[src/rtl/wncl_ram.sv]
// Generic single write port RAM with one registered read port.
module wncl_ram #(
  parameter int Width = 16,
  parameter int Depth = 256
) (
  input  logic                     clk_i,
  input  logic                     we_i,
  input  logic [$clog2(Depth)-1:0] waddr_i,
  input  logic [Width-1:0]         wdata_i,
  input  logic [$clog2(Depth)-1:0] raddr_i,
  output logic [Width-1:0]         rdata_o
);

  logic [Width-1:0] mem_q [Depth];
  logic [Width-1:0] rdata_q;

  always_ff @(posedge clk_i) begin
    if (we_i) begin
      mem_q[waddr_i] <= wdata_i;
    end
    rdata_q <= mem_q[raddr_i];
  end

  assign rdata_o = rdata_q;

endmodule

[config.mk]
export PLATFORM = sky130hd
export DESIGN_NAME = wncl_ram
export DESIGN_NICKNAME = d
export VERILOG_FILES = /design/src/rtl/wncl_ram.sv
export SDC_FILE = /design/constraint.sdc
export NUM_CORES = 2
export LEC_CHECK = 0
export ABC_CLOCK_PERIOD_IN_PS = 3750
export BUFFER_PORTS_ARGS = -buffer_cell sky130_fd_sc_hd__buf_2
export CAP_MARGIN = 10
export CORE_MARGIN = 10
export CORE_UTILIZATION = 60
export CTS_CLUSTER_SIZE = 10
export DETAILED_ROUTE_END_ITERATION = 6
export PLACE_DENSITY = 0.76
export SETUP_SLACK_MARGIN = 0.1
export SYNTH_ARGS = -nofsm -noshare
export SYNTH_HDL_FRONTEND = slang
export SYNTH_SLANG_ARGS = --single-unit
[constraint.sdc]
create_clock -name clk_i -period 3.75 [get_ports clk_i]
set_clock_uncertainty 0.2 [all_clocks]
set_input_delay 0.75 -clock clk_i [delete_from_list [all_inputs] [get_ports clk_i]]
set_output_delay 0.75 -clock clk_i [all_outputs]
set_load 0.05 [all_outputs]
==> summary.md <==
| Metric | Value |
|---|---|
| Top-count cell post-synth | edfxtp_1 |
| Hold Path Class | input pin to flop |
| Final Util | 68.8% |
| Startpoint types | input pin |
| Top post-synthesis cells by area | edfxtp_1 (77%), mux4_2 (11%), mux2i_1 (3.6%), o221ai_1 (1.4%), nor2_1 (0.72%) |
| Initial Utilization | 60.4% |
| Slew margin rel. | 4.88% |
| DRC violations left | 0 |
| Worst vdd ir | 434 uV |
| DR WL/cell | 36.0 um |
| Int Power | 74,300 uW |
| Crit path time final | 3.31 ns |
| Combinational fraction of design power | 5.6% |
| Core area | 0.263 mm2 |
| CP Class | input pin to flop |
| Initial DRC Count | 12,800 |
| Via total after detailed routing | 83,200 |
| Die width | 534 um |
| Worst Tran Pin Value | 1.42 ns |
| Yosys reg bits | 4,112 |
| Largest fanout on the critical path | 32 |
| Post CTS Setup Buffer Count | 0 |
| Ys flop type | edfxtp_1 |
| Mapped Nets | 7,394 |
| Status | completed |
| Cells after synthesis | 7,360 |
| Setup Slack @ Placement | -0.423 ns |
| WL final | 425 mm |
| Num ports | 50 |
| Remaining Overflow, GRT | 0 |
| Synth cell count leaders | edfxtp_1 (4,096), mux4_2 (797), mux2i_1 (565) |
| Vias in the first global route | 83,900 |
| Clock-pin transition on the worst setup and hold timing paths | 0.05 ns |
| Slew Limit Fails | 0 |
| RSZ-0062 raised after global routing | false |
| Setup TNS | 0 ns |
| Chip height | 534 um |
| Critical Path End Type | flop |
| Setup slack after layout | 0.440 ns |
| Post-Place Cells | 11,200 |
| Yosys top cell area share | 77.5% |
| Multi-input logic area | 0.0328 mm2 |
| Port Buffers | 49 |
| Worst-Skew Late Latency | 0.98 ns |
| Post-layout nets | 8,210 |
| CTS root buffer | clkbuf_16 |
| Sw power | 20,300 uW |
| Seq/Total Area, Yosys | 77.7% |
| Routed Antenna Nets | 0 |
| Setup violations, final | 0 |
| Hold Vio Cnt, Final | 0 |
| Routability cong. | 0.908 |
| Synth cell types | 52 |
| Total GRT Usage | 29.4% |
| Post_cts resized | 0 |
| Fillers | 15,200 |
| Max Cap Viol | 0 |
| CTS Buf Count | 452 |
| DRT Pass-1 Iters | 6 |
| Switching Fraction | 21.4% |
| Yosys synthesis warning count | 0 |
| CTS hold repair buffers | 2 |
| Synth Cell Area | 0.159 mm2 |
| Pwr dens | 524 mW/mm2 |
| Critical Path AT | 3.91 ns |
| Clock tree buffer depth | 4 |
| Synth-to-layout area growth | 13.8% |
| Fin cells | 11,800 |
| Number of synthesized flops with an enable pin | 4,096 |
| Initial antenna violation count | 31 |
| Total leakage power | 0.0582 uW |
| Ys async rst share | 0% |
| Post-DP HPWL | 254 mm |
| First-pass GRT wire length | 611 mm |
| Average size of a mapped cell | 21.6 um2 |
| CP required | 4.35 ns |
| Part of the power in registers | 53.7% |
| Largest net degree at the start of global routing | 122 |
| Die area | 0.285 mm2 |
| Post-synth top area cell | edfxtp_1 |
| Maximum clock rate | 302 MHz |
| CTS tree | done |
| Tcrit/Tclk final | 88.3% |
| Placement row count | 188 |
| Htree depth | 5 |
| Sink Count | 4,112 |
| Clock power share | 40.7% |
| Share of post-route cells with drive strength above 1 | 26.9% |
| FF+latch area | 0.123 mm2 |
| DR vias/cell | 7.04 |
-- cell type report --
type | instances | area share (%)
flip-flops and latches | 4112 | 68.3
multi-input cells | 2792 | 18.2
clock buffers | 535 | 6.47
repair buffers | 814 | 4.29
well taps | 3515 | 2.43
clock inverters | 33 | 0.320
diodes | 12 | 0.0166
inverters | 4 | 0.0152
-- power by group through the flow --
stage                     Sequential (uW)  Combinational, uW  Clock (uW)
after floorplan                     51800               2500           0
after global placement              51700               5000           0
after detailed placement            51700               5120           0
after CTS                           50800               5180       38800
after global routing                50800               5420       40500
final                               50800               5260       38600
-- worst max-delay path: stages --
cell	delay [ns]
buf_12	0.26
buf_12	0.37
mux4_2	0.60
mux4_2	0.53
a22o_1	0.36
o32ai_1	0.63
buf_4	0.25
nor4_1	0.06
-- metrics by stage --
stage	hold slack (ns)	total power [uW]	cell area, um2
2_1_floorplan	0.649	54300	159000
3_3_place_gp	0.806	56700	168000
3_5_place_dp	0.852	56800	168000
4_1_cts	0.0181	94800	181000
5_1_grt	0.0477	96700	181000
6_report	0.0402	94600	181000
-- state kept, by name (all words and copies together), names as in the netlist --
signal	count
mem_q	4096
rdata_o	16
-- layout by cell type, fill, tap and decap left out, types with 37 or more instances in the layout --
cell	n
clkbuf_16	455
clkbuf_1	80
mux2i_1	565
a21oi_1	175
o22ai_1	148
buf_12	126
buf_4	639
nor2_1	277
o21ai_0	37
a22oi_1	43
edfxtp_1	4096
o221ai_1	252
nor3_1	90
mux4_2	797
nand2_1	38
mux2_2	88
-- kinds of logic (layout without fill, tap and decap cells) --
group | Yosys count | in the layout | share of synthesized area [%]
simple gates | 556 | 556 | 1.57
mux | 1450 | 1450 | 15.5
flops | 4112 | 4112 | 77.7
other cells | 0 | 12 | 0
buf+inv | 456 | 1386 | 1.69
compound gates | 786 | 786 | 3.54
-- worst paths after layout --
path | start | to | slack (ns) | cells after the start
worst min register to register | mem_q[250][10]$_DFFE_PP_ | rdata_o[10]$_DFF_P_ | 0.90 | 6
worst max-delay path | raddr_i[0] | rdata_o[14]$_DFF_P_ | 0.44 | 8
worst max register to register | mem_q[55][2]$_DFFE_PP_ | rdata_o[2]$_DFF_P_ | 0.54 | 6
worst min-delay path | wdata_i[12] | mem_q[114][12]$_DFFE_PP_ | 0.04 | 1
-- layer usage --
metal	vias to the layer above	global-route usage (%)	share of wire, %
li1	32700	-	-
met1	43100	39.4	34
met2	6289	46.0	47
met3	1041	8.17	13
met4	22	13.0	5.2
met5	-	0	0.033
Note: power is estimated with default switching activity, not from simulation.
